`config.mk`:
```
export PLATFORM = sky130hd
export DESIGN_NAME = mppt_dcdc_duty_controller_top_flat
export DESIGN_NICKNAME = d
export VERILOG_FILES = /design/src/rtl/mdc_pkg.sv /design/src/rtl/mdc_tick_if.sv /design/src/rtl/mdc_duty_if.sv /design/src/rtl/mdc_cfg_regs.sv /design/src/rtl/mdc_in_reg.sv /design/src/rtl/mdc_step.sv /design/src/rtl/mdc_out_reg.sv /design/src/rtl/mppt_dcdc_duty_controller_top.sv /design/src/flat_wrapper.sv
export SDC_FILE = /design/constraint.sdc
export NUM_CORES = 1
export LEC_CHECK = 0
export ABC_AREA = 1
export BUFFER_PORTS_ARGS = -buffer_cell sky130_fd_sc_hd__buf_4
export CAP_MARGIN = 0
export CELL_PAD_IN_SITES_DETAIL_PLACEMENT = 1
export CELL_PAD_IN_SITES_GLOBAL_PLACEMENT = 1
export CORE_ASPECT_RATIO = 0.6
export CORE_MARGIN = 1
export CORE_UTILIZATION = 51
export CTS_CLUSTER_DIAMETER = 30
export CTS_CLUSTER_SIZE = 8
export DETAILED_ROUTE_END_ITERATION = 12
export PLACE_DENSITY_LB_ADDON = 0.1
export SLEW_MARGIN = 10
export SYNTH_ARGS = -nofsm -noshare
export SYNTH_HDL_FRONTEND = slang
export SYNTH_SLANG_ARGS = --single-unit
```
`constraint.sdc`:
```
create_clock -name i_clk -period 12.1 [get_ports i_clk]
set_input_delay 1.815 -clock i_clk [delete_from_list [all_inputs] [get_ports i_clk]]
set_output_delay 1.815 -clock i_clk [all_outputs]
set_load 0.005 [all_outputs]
```
`src/rtl/mdc_pkg.sv`:
```
// ----------------------------------------------------------------------------
// mdc_pkg
// types, constants and register codes shared by the duty controller files
// ----------------------------------------------------------------------------
package mdc_pkg;

    localparam int MEAS_W = 16;
    localparam int DUTY_W = 9;
    localparam int POWER_W = 2 * MEAS_W;
    localparam int CFG_IDX_W = 2;
    localparam int CFG_DATA_W = 16;

    // duty limits and steps in quarter percent
    localparam logic [DUTY_W-1:0] DUTY_MAX_Q = 9'd380;
    localparam logic [DUTY_W-1:0] DUTY_STEP_Q = 9'd3;
    localparam logic [DUTY_W-1:0] DUTY_MPPT_START_Q =
        (9'd40 > DUTY_MAX_Q) ? DUTY_MAX_Q : 9'd40;

    // register indexes
    localparam logic [CFG_IDX_W-1:0] CFG_IN_CURRENT_LIMIT = 2'd0;
    localparam logic [CFG_IDX_W-1:0] CFG_OUT_VOLTAGE_LIMIT = 2'd1;
    localparam logic [CFG_IDX_W-1:0] CFG_OUT_CURRENT_LIMIT = 2'd2;

    // register reset values
    localparam logic [CFG_DATA_W-1:0] IN_CURRENT_LIMIT_RST = 16'd3000;
    localparam logic [CFG_DATA_W-1:0] OUT_VOLTAGE_LIMIT_RST = 16'd4200;
    localparam logic [CFG_DATA_W-1:0] OUT_CURRENT_LIMIT_RST = 16'd200;

    typedef struct packed {
        logic [MEAS_W-1:0] in_current_limit_ma;
        logic [MEAS_W-1:0] out_voltage_limit_mv;
        logic [MEAS_W-1:0] out_current_limit_ma;
    } t_cfg;

    typedef struct packed {
        logic [MEAS_W-1:0] solar_mv;
        logic [MEAS_W-1:0] sink_mv;
        logic [MEAS_W-1:0] conv_in_mv;
        logic [MEAS_W-1:0] conv_in_ma;
        logic [MEAS_W-1:0] batt_mv;
        logic [MEAS_W-1:0] batt_ma;
    } t_tick;

    typedef struct packed {
        logic [DUTY_W-1:0] duty_q;
        logic              mppt_active;
    } t_result;

    // handshake between the input register and the result register
    typedef struct packed {
        logic advance;
    } t_flow;

endpackage

```
`src/rtl/mdc_tick_if.sv`:
```
// ----------------------------------------------------------------------------
// mdc_tick_if
// measurement channel, one transaction per control tick
// ----------------------------------------------------------------------------
interface mdc_tick_if;
    import mdc_pkg::*;

    logic              valid;
    logic              ready;
    logic [MEAS_W-1:0] solar_mv;
    logic [MEAS_W-1:0] sink_mv;
    logic [MEAS_W-1:0] conv_in_mv;
    logic [MEAS_W-1:0] conv_in_ma;
    logic [MEAS_W-1:0] batt_mv;
    logic [MEAS_W-1:0] batt_ma;

    modport source (
        output valid, solar_mv, sink_mv, conv_in_mv, conv_in_ma, batt_mv, batt_ma,
        input  ready
    );

    modport sink (
        input  valid, solar_mv, sink_mv, conv_in_mv, conv_in_ma, batt_mv, batt_ma,
        output ready
    );

endinterface

```
`src/rtl/mdc_duty_if.sv`:
```
// ----------------------------------------------------------------------------
// mdc_duty_if
// duty result channel, one transaction per control tick
// ----------------------------------------------------------------------------
interface mdc_duty_if;
    import mdc_pkg::*;

    logic              valid;
    logic              ready;
    logic [DUTY_W-1:0] duty_q;
    logic              mppt_active;

    modport source (
        output valid, duty_q, mppt_active,
        input  ready
    );

    modport sink (
        input  valid, duty_q, mppt_active,
        output ready
    );

endinterface

```
`src/rtl/mdc_cfg_regs.sv`:
```
// ----------------------------------------------------------------------------
// mdc_cfg_regs
// limit registers for normal mode, written through a plain write port
// ----------------------------------------------------------------------------
module mdc_cfg_regs (
    input  logic                            i_clk,
    input  logic                            i_rst_n,
    input  logic                            i_cfg_we,
    input  logic [mdc_pkg::CFG_IDX_W-1:0]   i_cfg_idx,
    input  logic [mdc_pkg::CFG_DATA_W-1:0]  i_cfg_data,
    output mdc_pkg::t_cfg                   o_cfg
);
    import mdc_pkg::*;

    t_cfg r_cfg;
    t_cfg n_cfg;

    always_comb begin
        n_cfg = r_cfg;
        if (i_cfg_we) begin
            unique case (i_cfg_idx)
                CFG_IN_CURRENT_LIMIT:  n_cfg.in_current_limit_ma = i_cfg_data;
                CFG_OUT_VOLTAGE_LIMIT: n_cfg.out_voltage_limit_mv = i_cfg_data;
                CFG_OUT_CURRENT_LIMIT: n_cfg.out_current_limit_ma = i_cfg_data;
                default: ; // unused index, write dropped
            endcase
        end
    end

    always_ff @(posedge i_clk) begin
        if (!i_rst_n) begin
            r_cfg.in_current_limit_ma <= IN_CURRENT_LIMIT_RST;
            r_cfg.out_voltage_limit_mv <= OUT_VOLTAGE_LIMIT_RST;
            r_cfg.out_current_limit_ma <= OUT_CURRENT_LIMIT_RST;
        end else begin
            r_cfg <= n_cfg;
        end
    end

    assign o_cfg = r_cfg;

endmodule

```
`src/rtl/mdc_in_reg.sv`:
```
// ----------------------------------------------------------------------------
// mdc_in_reg
// input register, holds one tick until the step logic takes it
// ----------------------------------------------------------------------------
module mdc_in_reg (
    input  logic             i_clk,
    input  logic             i_rst_n,
    mdc_tick_if.sink         i_in,
    input  logic             i_advance,
    output logic             o_tick_valid,
    output mdc_pkg::t_tick   o_tick
);
    import mdc_pkg::*;

    logic  r_valid;
    logic  n_valid;
    t_tick r_tick;
    logic  accept;

    assign i_in.ready = !r_valid || i_advance;
    assign accept = i_in.valid && i_in.ready;
    assign n_valid = accept || (r_valid && !i_advance);

    always_ff @(posedge i_clk) begin
        if (!i_rst_n) begin
            r_valid <= 1'b0;
        end else begin
            r_valid <= n_valid;
        end
    end

    always_ff @(posedge i_clk) begin
        if (accept) begin
            r_tick.solar_mv <= i_in.solar_mv;
            r_tick.sink_mv <= i_in.sink_mv;
            r_tick.conv_in_mv <= i_in.conv_in_mv;
            r_tick.conv_in_ma <= i_in.conv_in_ma;
            r_tick.batt_mv <= i_in.batt_mv;
            r_tick.batt_ma <= i_in.batt_ma;
        end
    end

    assign o_tick_valid = r_valid;
    assign o_tick = r_tick;

endmodule

```
`src/rtl/mdc_step.sv`:
```
// ----------------------------------------------------------------------------
// mdc_step
// one control tick: mode choice, reload, perturb-and-observe or limit step
// ----------------------------------------------------------------------------
module mdc_step (
    input  logic             i_clk,
    input  logic             i_rst_n,
    input  logic             i_advance,
    input  mdc_pkg::t_tick   i_tick,
    input  mdc_pkg::t_cfg    i_cfg,
    output mdc_pkg::t_result o_result
);
    import mdc_pkg::*;

    logic [DUTY_W-1:0]  r_duty;
    logic               r_mode;
    logic [POWER_W-1:0] r_prev_power;
    logic [DUTY_W-1:0]  r_prev_duty;

    logic               want_mppt;
    logic [DUTY_W-1:0]  duty_start;
    logic [POWER_W-1:0] power;
    logic               rising;
    logic               step_up;
    logic [DUTY_W:0]    up_sum;
    logic [DUTY_W-1:0]  n_duty;

    always_comb begin
        want_mppt = i_tick.solar_mv > i_tick.sink_mv;

        // reload on mode change
        duty_start = r_duty;
        if (want_mppt != r_mode) begin
            duty_start = want_mppt ? DUTY_MPPT_START_Q : '0;
        end

        power = POWER_W'(i_tick.conv_in_mv) * POWER_W'(i_tick.conv_in_ma);
        rising = duty_start > r_prev_duty;

        if (want_mppt) begin
            // keep direction while power grows, reverse otherwise
            step_up = (power > r_prev_power) == rising;
        end else begin
            step_up = (i_tick.conv_in_ma < i_cfg.in_current_limit_ma)
                   && (i_tick.batt_mv < i_cfg.out_voltage_limit_mv)
                   && (i_tick.batt_ma < i_cfg.out_current_limit_ma);
        end

        up_sum = {1'b0, duty_start} + {1'b0, DUTY_STEP_Q};

        if (step_up) begin
            if (duty_start < DUTY_MAX_Q) begin
                n_duty = (up_sum > {1'b0, DUTY_MAX_Q}) ? DUTY_MAX_Q : up_sum[DUTY_W-1:0];
            end else begin
                n_duty = duty_start;
            end
        end else begin
            n_duty = (duty_start >= DUTY_STEP_Q) ? duty_start - DUTY_STEP_Q : '0;
        end
    end

    always_ff @(posedge i_clk) begin
        if (!i_rst_n) begin
            r_duty <= '0;
            r_mode <= 1'b0;
            r_prev_power <= '0;
            r_prev_duty <= '0;
        end else if (i_advance) begin
            r_duty <= n_duty;
            r_mode <= want_mppt;
            if (want_mppt) begin
                r_prev_power <= power;
                r_prev_duty <= n_duty;
            end
        end
    end

    assign o_result.duty_q = n_duty;
    assign o_result.mppt_active = want_mppt;

endmodule

```
`src/rtl/mdc_out_reg.sv`:
```
// ----------------------------------------------------------------------------
// mdc_out_reg
// result register, holds a finished duty until the receiver takes it
// ----------------------------------------------------------------------------
module mdc_out_reg (
    input  logic             i_clk,
    input  logic             i_rst_n,
    input  logic             i_tick_valid,
    input  mdc_pkg::t_result i_result,
    output mdc_pkg::t_flow   o_flow,
    mdc_duty_if.source       o_out
);
    import mdc_pkg::*;

    logic    r_valid;
    logic    n_valid;
    t_result r_result;
    logic    advance;

    assign advance = i_tick_valid && (!r_valid || o_out.ready);
    assign n_valid = advance || (r_valid && !o_out.ready);

    always_ff @(posedge i_clk) begin
        if (!i_rst_n) begin
            r_valid <= 1'b0;
        end else begin
            r_valid <= n_valid;
        end
    end

    always_ff @(posedge i_clk) begin
        if (advance) begin
            r_result <= i_result;
        end
    end

    assign o_flow.advance = advance;

    assign o_out.valid = r_valid;
    assign o_out.duty_q = r_result.duty_q;
    assign o_out.mppt_active = r_result.mppt_active;

endmodule

```
`src/rtl/mppt_dcdc_duty_controller_top.sv`:
```
// ----------------------------------------------------------------------------
// mppt_dcdc_duty_controller_top
// per-tick pwm duty controller for a solar charging dc-dc converter
// ----------------------------------------------------------------------------
// usage
//   i_in carries one transaction per control tick: solar, sink, converter
//   input and battery voltages and currents. o_out returns one transaction
//   per tick with the new duty in quarter percent and the mode flag.
//   mppt mode runs perturb-and-observe on conv_in_mv * conv_in_ma; normal
//   mode steps duty up while all three limits are unmet, else down.
//   the limits are written through i_cfg_we / i_cfg_idx / i_cfg_data while
//   no tick is in flight; indexes past the last register are ignored.
// timing
//   a tick accepted from i_in is registered, stepped into the result
//   register and shown on o_out from then on. one tick per cycle sustained
//   while o_out is ready; the cycle is set by the 16 x 16 power product,
//   its compare with the previous power and the duty step.
// reset and stalls
//   synchronous active-low reset clears duty, mode (normal), previous power
//   and previous duty, empties both registers and reloads the limits.
//   while o_out is stalled the result holds; one more tick waits in the
//   input register, after which i_in.ready drops.
// ----------------------------------------------------------------------------
module mppt_dcdc_duty_controller_top (
    input  logic                            i_clk,
    input  logic                            i_rst_n,
    input  logic                            i_cfg_we,
    input  logic [mdc_pkg::CFG_IDX_W-1:0]   i_cfg_idx,
    input  logic [mdc_pkg::CFG_DATA_W-1:0]  i_cfg_data,
    mdc_tick_if.sink                        i_in,
    mdc_duty_if.source                      o_out
);
    import mdc_pkg::*;

    t_cfg    cfg;
    t_tick   tick;
    logic    tick_valid;
    t_result result;
    t_flow   flow;

    // normal mode limits
    mdc_cfg_regs u_cfg_regs (
        .i_clk      (i_clk),
        .i_rst_n    (i_rst_n),
        .i_cfg_we   (i_cfg_we),
        .i_cfg_idx  (i_cfg_idx),
        .i_cfg_data (i_cfg_data),
        .o_cfg      (cfg)
    );

    // input register, refills in the cycle its tick moves on
    mdc_in_reg u_in_reg (
        .i_clk        (i_clk),
        .i_rst_n      (i_rst_n),
        .i_in         (i_in),
        .i_advance    (flow.advance),
        .o_tick_valid (tick_valid),
        .o_tick       (tick)
    );

    // controller state and the step itself, state moves with each tick
    mdc_step u_step (
        .i_clk    (i_clk),
        .i_rst_n  (i_rst_n),
        .i_advance(flow.advance),
        .i_tick   (tick),
        .i_cfg    (cfg),
        .o_result (result)
    );

    // result register, decides when a tick may advance
    mdc_out_reg u_out_reg (
        .i_clk        (i_clk),
        .i_rst_n      (i_rst_n),
        .i_tick_valid (tick_valid),
        .i_result     (result),
        .o_flow       (flow),
        .o_out        (o_out)
    );

endmodule
```
`src/flat_wrapper.sv`:
```
// flat-port wrapper written by rule: the top's interface ports become plain ports
module mppt_dcdc_duty_controller_top_flat import mdc_pkg::*;
  (i_clk, i_rst_n, i_cfg_we, i_cfg_idx, i_cfg_data, i_in_valid, i_in_solar_mv, i_in_sink_mv, i_in_conv_in_mv, i_in_conv_in_ma, i_in_batt_mv, i_in_batt_ma, i_in_ready, o_out_valid, o_out_duty_q, o_out_mppt_active, o_out_ready);
  mdc_tick_if i_in_i ();
  mdc_duty_if o_out_i ();
  input  logic i_clk;
  input  logic i_rst_n;
  input  logic i_cfg_we;
  input  logic [mdc_pkg::CFG_IDX_W-1:0] i_cfg_idx;
  input  logic [mdc_pkg::CFG_DATA_W-1:0] i_cfg_data;
  input wire logic [$bits(i_in_i.valid)-1:0] i_in_valid;
  input wire logic [$bits(i_in_i.solar_mv)-1:0] i_in_solar_mv;
  input wire logic [$bits(i_in_i.sink_mv)-1:0] i_in_sink_mv;
  input wire logic [$bits(i_in_i.conv_in_mv)-1:0] i_in_conv_in_mv;
  input wire logic [$bits(i_in_i.conv_in_ma)-1:0] i_in_conv_in_ma;
  input wire logic [$bits(i_in_i.batt_mv)-1:0] i_in_batt_mv;
  input wire logic [$bits(i_in_i.batt_ma)-1:0] i_in_batt_ma;
  output wire logic [$bits(i_in_i.ready)-1:0] i_in_ready;
  output wire logic [$bits(o_out_i.valid)-1:0] o_out_valid;
  output wire logic [$bits(o_out_i.duty_q)-1:0] o_out_duty_q;
  output wire logic [$bits(o_out_i.mppt_active)-1:0] o_out_mppt_active;
  input wire logic [$bits(o_out_i.ready)-1:0] o_out_ready;
  assign i_in_i.valid = i_in_valid;
  assign i_in_i.solar_mv = i_in_solar_mv;
  assign i_in_i.sink_mv = i_in_sink_mv;
  assign i_in_i.conv_in_mv = i_in_conv_in_mv;
  assign i_in_i.conv_in_ma = i_in_conv_in_ma;
  assign i_in_i.batt_mv = i_in_batt_mv;
  assign i_in_i.batt_ma = i_in_batt_ma;
  assign i_in_ready = i_in_i.ready;
  assign o_out_valid = o_out_i.valid;
  assign o_out_duty_q = o_out_i.duty_q;
  assign o_out_mppt_active = o_out_i.mppt_active;
  assign o_out_i.ready = o_out_ready;
  mppt_dcdc_duty_controller_top u_core (.i_clk(i_clk), .i_rst_n(i_rst_n), .i_cfg_we(i_cfg_we), .i_cfg_idx(i_cfg_idx), .i_cfg_data(i_cfg_data), .i_in(i_in_i), .o_out(o_out_i));
endmodule
```
==> impl_metrics.env, run 1 <==
export IMPL_finalCriticalPeriod_ps=9522
export IMPL_synth_avg_cell_area_um2=8.578
export IMPL_antenna_found_initial=0
export IMPL_rows=54
export IMPL_post_cts_buffers=0
export IMPL_slew_violations=0
export IMPL_avgViaCountPerCell=5.360
export IMPL_finalWirelength_um=57940
export IMPL_ant_nets=0
export IMPL_final_common_cell="inv_1"
export IMPL_r2r_start="u_core.u_in_reg.o_tick[33]"
export IMPL_critPathArrivalTime_ps=9960
export IMPL_whs_ps=457.1
export IMPL_dr_total_vias=14990
export IMPL_finalSetupViolCount=0
export IMPL_yosysTopAreaCell="fa_1"
export IMPL_syn_area_mm2=0.01878
export IMPL_htree_levels=2
export IMPL_clockRootBuffer="clkbuf_16"
export IMPL_place_area_mm2=0.02006
export IMPL_grt_pass1_vias=16270
export IMPL_cts_sinks=207
export IMPL_area_growth_pct=14.91
export IMPL_yosys_area_share_simple_pct=14.18
export IMPL_drt_first_pass_iters=5
export IMPL_synth_top_family_by_area="adder cells"
export IMPL_async_flop_share_pct=0
export IMPL_finalCritPeriodShare_pct=78.70
export IMPL_clk_path_buf_depth=3
export IMPL_grt_busiest_layer="met2"
export IMPL_cpPeakStageDelay_ps=860
export IMPL_rsz0062_at_grt="false"
export IMPL_cts_resized=0
export IMPL_drt_initial_drc_count=950
export IMPL_synth_xor_area_share_pct=1.633
export IMPL_grt_usage_pct=31.85
export IMPL_reg2reg_to="u_core.u_step.r_duty[7]"
export IMPL_yosysTopAreaCellShare_pct=20.68
export IMPL_yosys_area_share_adder_pct=34.61
export IMPL_setup_tns_ps=0
export IMPL_overflow=0
export IMPL_synth_nets=2711
export IMPL_hold_path_class="flop to flop"
export IMPL_drive_gt1_share_pct=11.85
export IMPL_post_place_ws_ps=2736
export IMPL_drc_errors=0
export IMPL_critPathMaxFanout=17
export IMPL_grt_max_degree=66
export IMPL_clk_latency_ps=570
export IMPL_port_buffers=130
export IMPL_cts_clk_slew_worst_paths_ps=50
export IMPL_core_mm2=0.03628
export IMPL_cp_common_cell="nand2_1"
export IMPL_hpwlAfterDp_um=44530
export IMPL_grt_pass1_wl_um=90890
export IMPL_met2_usage_pct=49.99
export IMPL_rrSetupSlack_ps=2580
export IMPL_ys_seq_area_share_pct=27.72
export IMPL_design_area_mm2=0.02158
export IMPL_syn_inst=2189
export IMPL_ys_top_cells_by_area="fa_1 21%, edfxtp_1 17%, ha_1 14%"
export IMPL_gp_congestion=0.8908
export IMPL_final_nets=2808
export IMPL_synth_compound_area_share_pct=8.729
export IMPL_io_pins=131
export IMPL_die_area_mm2=0.03761
export IMPL_yosys_warnings=0
export IMPL_cts_tree="yes"
export IMPL_worst_slew_pin_slew_ps=1011
export IMPL_start_util_pct=51.75
export IMPL_path_class="flop to flop"
export IMPL_ys_types=49
export IMPL_cts_buffers=43
export IMPL_reg2regPathDepth=44
export IMPL_fmax_mhz=105.0
export IMPL_final_cell_mix="547 x inv_1, 421 x nand2_1, 209 x ha_1, 194 x fa_1, 142 x a21oi_1"
export IMPL_hold_viol_final=0
export IMPL_wire_per_inst_um=20.71
export IMPL_muxShareOfSynthArea_pct=0
export IMPL_end_kind="flop"
export IMPL_die_w_um=249.7
export IMPL_ys_ff_latch=207
export IMPL_worst_slack_ps=2578
export IMPL_min_delay_start="u_core.u_cfg_regs.o_cfg[47]"
export IMPL_holdPathStages=2
export IMPL_relSlewSlack_pct=32.40
export IMPL_status="finished, final reports clean"
export IMPL_antennaDiodeCount=0
export IMPL_cp_slowest_cell="edfxtp_1"
export IMPL_grt_use_met3_pct=6.432
export IMPL_die_y_um=150.6
export IMPL_critPathLaunchType="flop"
export IMPL_required_ps=12540
export IMPL_skew_ps=35.37
export IMPL_synth_edf_count=106
export IMPL_cap_violations=0
export IMPL_hold_buffers=0
export IMPL_min_to="u_core.u_cfg_regs.o_cfg[47]"
export IMPL_met1_usage_pct=45.21
export IMPL_ys_flop_type="edfxtp_1"
-- Yosys cell counts, types with 20 or more instances --
library cell,count
xor2_1,24
dfxtp_1,101
ha_1,209
nand2_1,421
inv_1,548
a21oi_1,142
o211ai_1,21
edfxtp_1,106
nor2_1,64
nand3_1,43
nand2_2,26
a211oi_1,20
fa_1,194
clkbuf_1,83
o21ai_0,67
-- flip-flops by register name, summed over array words and instances (netlist names) --
signal / count
u_core.u_in_reg.o_tick: 96
u_core.u_cfg_regs.o_cfg: 48
u_core.u_step.r_prev_power: 32
u_core.u_out_reg.o_out.duty_q: 9
u_core.u_step.r_duty: 9
u_core.u_step.r_prev_duty: 9
u_core.u_in_reg.o_tick_valid: 1
u_core.u_out_reg.o_out.mppt_active: 1
u_core.u_out_reg.o_out.valid: 1
u_core.u_step.r_mode: 1
-- final cells by class --
cell class                      instances  area (um2)
Clock buffer                           58        1184
Clock inverter                         22       329.1
Fill cell                            4283       14710
Inverter                              557        2096
Multi-Input combinational cell       1336       11110
Sequential cell                       207        5205
Tap cell                              476       595.6
Timing Repair Buffer                  141        1059
-- worst max-delay path: cells and delay by family, from the launching register on --
kind                       cells  cell delay (ps)
buffers and inverters          8              690
and+or+nand+nor               20             2520
AOI/OAI and AO/OA              7             1480
DFF                            1              860
xor gates and xnor gates       1              200
adders and majority gates      8             3620
-- cells by family (layout without fill, tap and decap cells) --
family	count (synthesis)	in the layout
buffers and inverters	646	778
AND/OR/NAND/NOR	611	611
adder cells (fa/ha/maj)	403	403
AO/OA/AOI/OAI	287	287
flip-flops	207	207
XOR/XNOR	35	35
-- per-layer routing --
metal,vias up,wire [um]
li1,6940,-
met1,7545,27490
met2,421,25360
met3,85,3921
met4,0,1171
met5,-,0
-- metrics by stage --
stage               utilization (%)  instances
finish                        59.47       2797
global route                  59.47       2797
CTS                           59.47       2797
floorplan                         -       2189
global placement              55.30       2717
detailed placement            55.30       2717
-- worst max-delay path by stage --
stage | slack, ps | to | cells after the start | from
after floorplan | 4200 | u_core.u_out_reg.o_out.duty_q[0] | 45 | u_core.u_in_reg.o_tick[38]
after global placement | 3300 | u_core.u_step.r_duty[7] | 42 | u_core.u_in_reg.o_tick[35]
after detailed placement | 2740 | u_core.u_step.r_duty[0] | 44 | u_core.u_in_reg.o_tick[35]
after CTS | 2700 | u_core.u_step.r_duty[7] | 44 | u_core.u_in_reg.o_tick[35]
after global routing | 1850 | u_core.u_step.r_duty[7] | 43 | u_core.u_in_reg.o_tick[33]
final | 2580 | u_core.u_step.r_duty[7] | 44 | u_core.u_in_reg.o_tick[33]
Power of run 1 is not shown: default switching activity piles up to over one toggle a cycle in this logic, so the estimate is an artifact.
==> run 2: changes to the inputs <==
ABC_AREA = 0   (was 1)
CORE_UTILIZATION = 44   (was 51)
clock period = 8.6 ns   (was 12.1 ns; I/O delays follow)
==> run 2 against run 1 <==
Cell count up 0.79%; synthesized cell count down 8.3%; clock skew fell by 10 ps; clock-buffer cell count up 4; core utilization decreased by 5.0 points; critical path depth is 12 lower; flip-flop and latch count unchanged; final area up 5.7%; critical endpoint is now u_core.u_out_reg.o_out.duty_q[7]; die area up 15%; non-clock buffer count grew 99.
==> impl_metrics.env, run 2 <==
export IMPL_clk_path_buf_depth=3
export IMPL_cpPeakStageDelay_ps=550
export IMPL_ys_seq_area_share_pct=27.85
export IMPL_crit_path_start="u_core.u_in_reg.o_tick[58]"
export IMPL_cts_clk_slew_worst_paths_ps=50
export IMPL_yosysTopAreaCell="fa_1"
export IMPL_synth_nets=2529
export IMPL_synthTopCellsByCount="344 x inv_1, 305 x nand2_1, 209 x ha_1"
export IMPL_start_util_pct=44.63
export IMPL_worst_slew_pin_slew_ps=1132
export IMPL_status="finished, final reports clean"
export IMPL_cts_buffers=44
export IMPL_ys_types=83
export IMPL_cap_violations=0
export IMPL_drive_gt1_share_pct=17.21
export IMPL_dpl_cell_count=2682
export IMPL_drc_errors=0
export IMPL_synth_edf_count=106
export IMPL_gp_congestion=0.9000
export IMPL_antennaDiodeCount=0
export IMPL_core_mm2=0.04187
export IMPL_dr_total_vias=14900
export IMPL_place_area_mm2=0.02050
export IMPL_hpwlAfterDp_um=42550
export IMPL_largest_reg_flops=96
export IMPL_grt_max_degree=75
export IMPL_fmax_mhz=119.4
export IMPL_finalWirelength_um=55540
export IMPL_critPathArrivalTime_ps=8670
export IMPL_hold_path_class="flop to flop"
export IMPL_path_class="flop to flop"
export IMPL_yosysTopAreaCellShare_pct=20.78
export IMPL_ys_flop_type="edfxtp_1"
export IMPL_finalSetupViolCount=0
export IMPL_ant_nets=0
export IMPL_die_area_mm2=0.04333
export IMPL_min_delay_start="u_core.u_step.r_prev_power[17]"
export IMPL_whs_ps=452.3
export IMPL_syn_area_mm2=0.01869
export IMPL_overflow=0
export IMPL_hold_buffers=0
export IMPL_io_pins=131
export IMPL_cp_slowest_cell="fa_2"
export IMPL_rrSetupSlack_ps=230
export IMPL_hold_viol_final=0
export IMPL_cts_sinks=207
export IMPL_final_common_cell="inv_1"
export IMPL_skew_ps=24.87
export IMPL_antenna_found_initial=1
export IMPL_setup_tns_ps=0
export IMPL_relSlewSlack_pct=24.25
export IMPL_critPathMaxFanout=8
export IMPL_die_y_um=161.6
export IMPL_slew_violations=0
export IMPL_async_flop_share_pct=0
export IMPL_synth_avg_cell_area_um2=9.311
export IMPL_fill_cells=4754
export IMPL_clockRootBuffer="clkbuf_16"
export IMPL_finalCritPeriodShare_pct=97.38
export IMPL_critPathLaunchType="flop"
export IMPL_required_ps=8890
export IMPL_grt_usage_pct=25.86
export IMPL_r2r_start="u_core.u_in_reg.o_tick[58]"
export IMPL_yosys_warnings=0
export IMPL_seq_area_mm2=0.005205
export IMPL_final_cell_mix="338 x inv_1, 304 x nand2_1, 219 x buf_4, 195 x ha_1, 190 x fa_1"
export IMPL_end_kind="flop"
export IMPL_htree_levels=2
export IMPL_syn_inst=2007
export IMPL_die_w_um=268.1
export IMPL_final_nets=2736
export IMPL_finalCriticalPeriod_ps=8375
export IMPL_area_growth_pct=22.06
export IMPL_grt_pass1_wl_um=86770
export IMPL_port_buffers=130
export IMPL_grt_pass1_vias=15820
export IMPL_multi_input_area_mm2=0.01220
export IMPL_ys_ff_latch=207
export IMPL_avgViaCountPerCell=5.287
export IMPL_clk_latency_ps=560
export IMPL_ys_top_cells_by_area="fa_1 21%, edfxtp_1 17%, ha_1 14%"
export IMPL_yosysMostFrequentCell="inv_1"
export IMPL_instances_no_fill=2819
export IMPL_rows=58
export IMPL_design_area_mm2=0.02281
export IMPL_cts_tree="yes"
export IMPL_drt_initial_drc_count=953
export IMPL_drt_first_pass_iters=5
export IMPL_wire_per_inst_um=19.70
run 2: cells by family (layout without fill, tap and decap cells):
| logic type | after synthesis | after routing | share of synthesized area, % |
|---|---|---|---|
| compound gates | 312 | 312 | 10.65 |
| xor+xnor | 34 | 34 | 1.593 |
| flops | 207 | 207 | 27.85 |
| buf+inv | 428 | 669 | 8.664 |
| mux | 5 | 5 | 0.2745 |
| simple gates | 617 | 618 | 16.14 |
| fa+ha+maj | 404 | 404 | 34.83 |
run 2: final cells by class:
class,instances,area share (%)
well taps,570,3.127
clock inverters,19,0.8392
flip-flops and latches,207,22.82
inverters,348,5.727
clock buffers,62,5.524
multi-input cells,1373,53.49
repair buffers,240,8.475
run 2: what timing repair did:
item / 4_1_cts / 5_1_grt
setup buffers: 19 / 36
gates cloned: 1 / 0
resized for setup: 6 / 77
pin swaps: 3 / 58
setup endpoints to repair: 27 / 27
run 2: stage by stage:
step	setup slack, ps	utilization (%)
final	225.3	54.48
after global routing	-22.97	54.48
after CTS	28.49	52.93
after detailed placement	-250.4	48.97
after global placement	40.90	48.97
after floorplan	614.1	-
run 2: final timing paths:
path	endpoint	cells past startpoint
worst min register to register	u_core.u_step.r_prev_power[17]	2
worst max register to register	u_core.u_out_reg.o_out.duty_q[7]	32
worst min-delay path	u_core.u_step.r_prev_power[17]	2
worst max-delay path	u_core.u_out_reg.o_out.duty_q[7]	32
run 2: routing by layer:
metal / share of wire (%) / track usage, % / routed length (um)
met1: 49 / 38.10 / 27050
met5: 0 / 0 / 0
met4: 1.5 / 4.494 / 822
met2: 44 / 39.43 / 24520
met3: 5.7 / 5.260 / 3141
run 2: worst max-delay path: cells and delay by family (launching register included):
kind	cells	cell delay, ps
fa+ha+maj	8	3620
simple gates	8	1830
compound gates	8	1340
buf+inv	7	580
flops	1	510
xor+xnor	1	220
Power of run 2 is left out for the same reason.
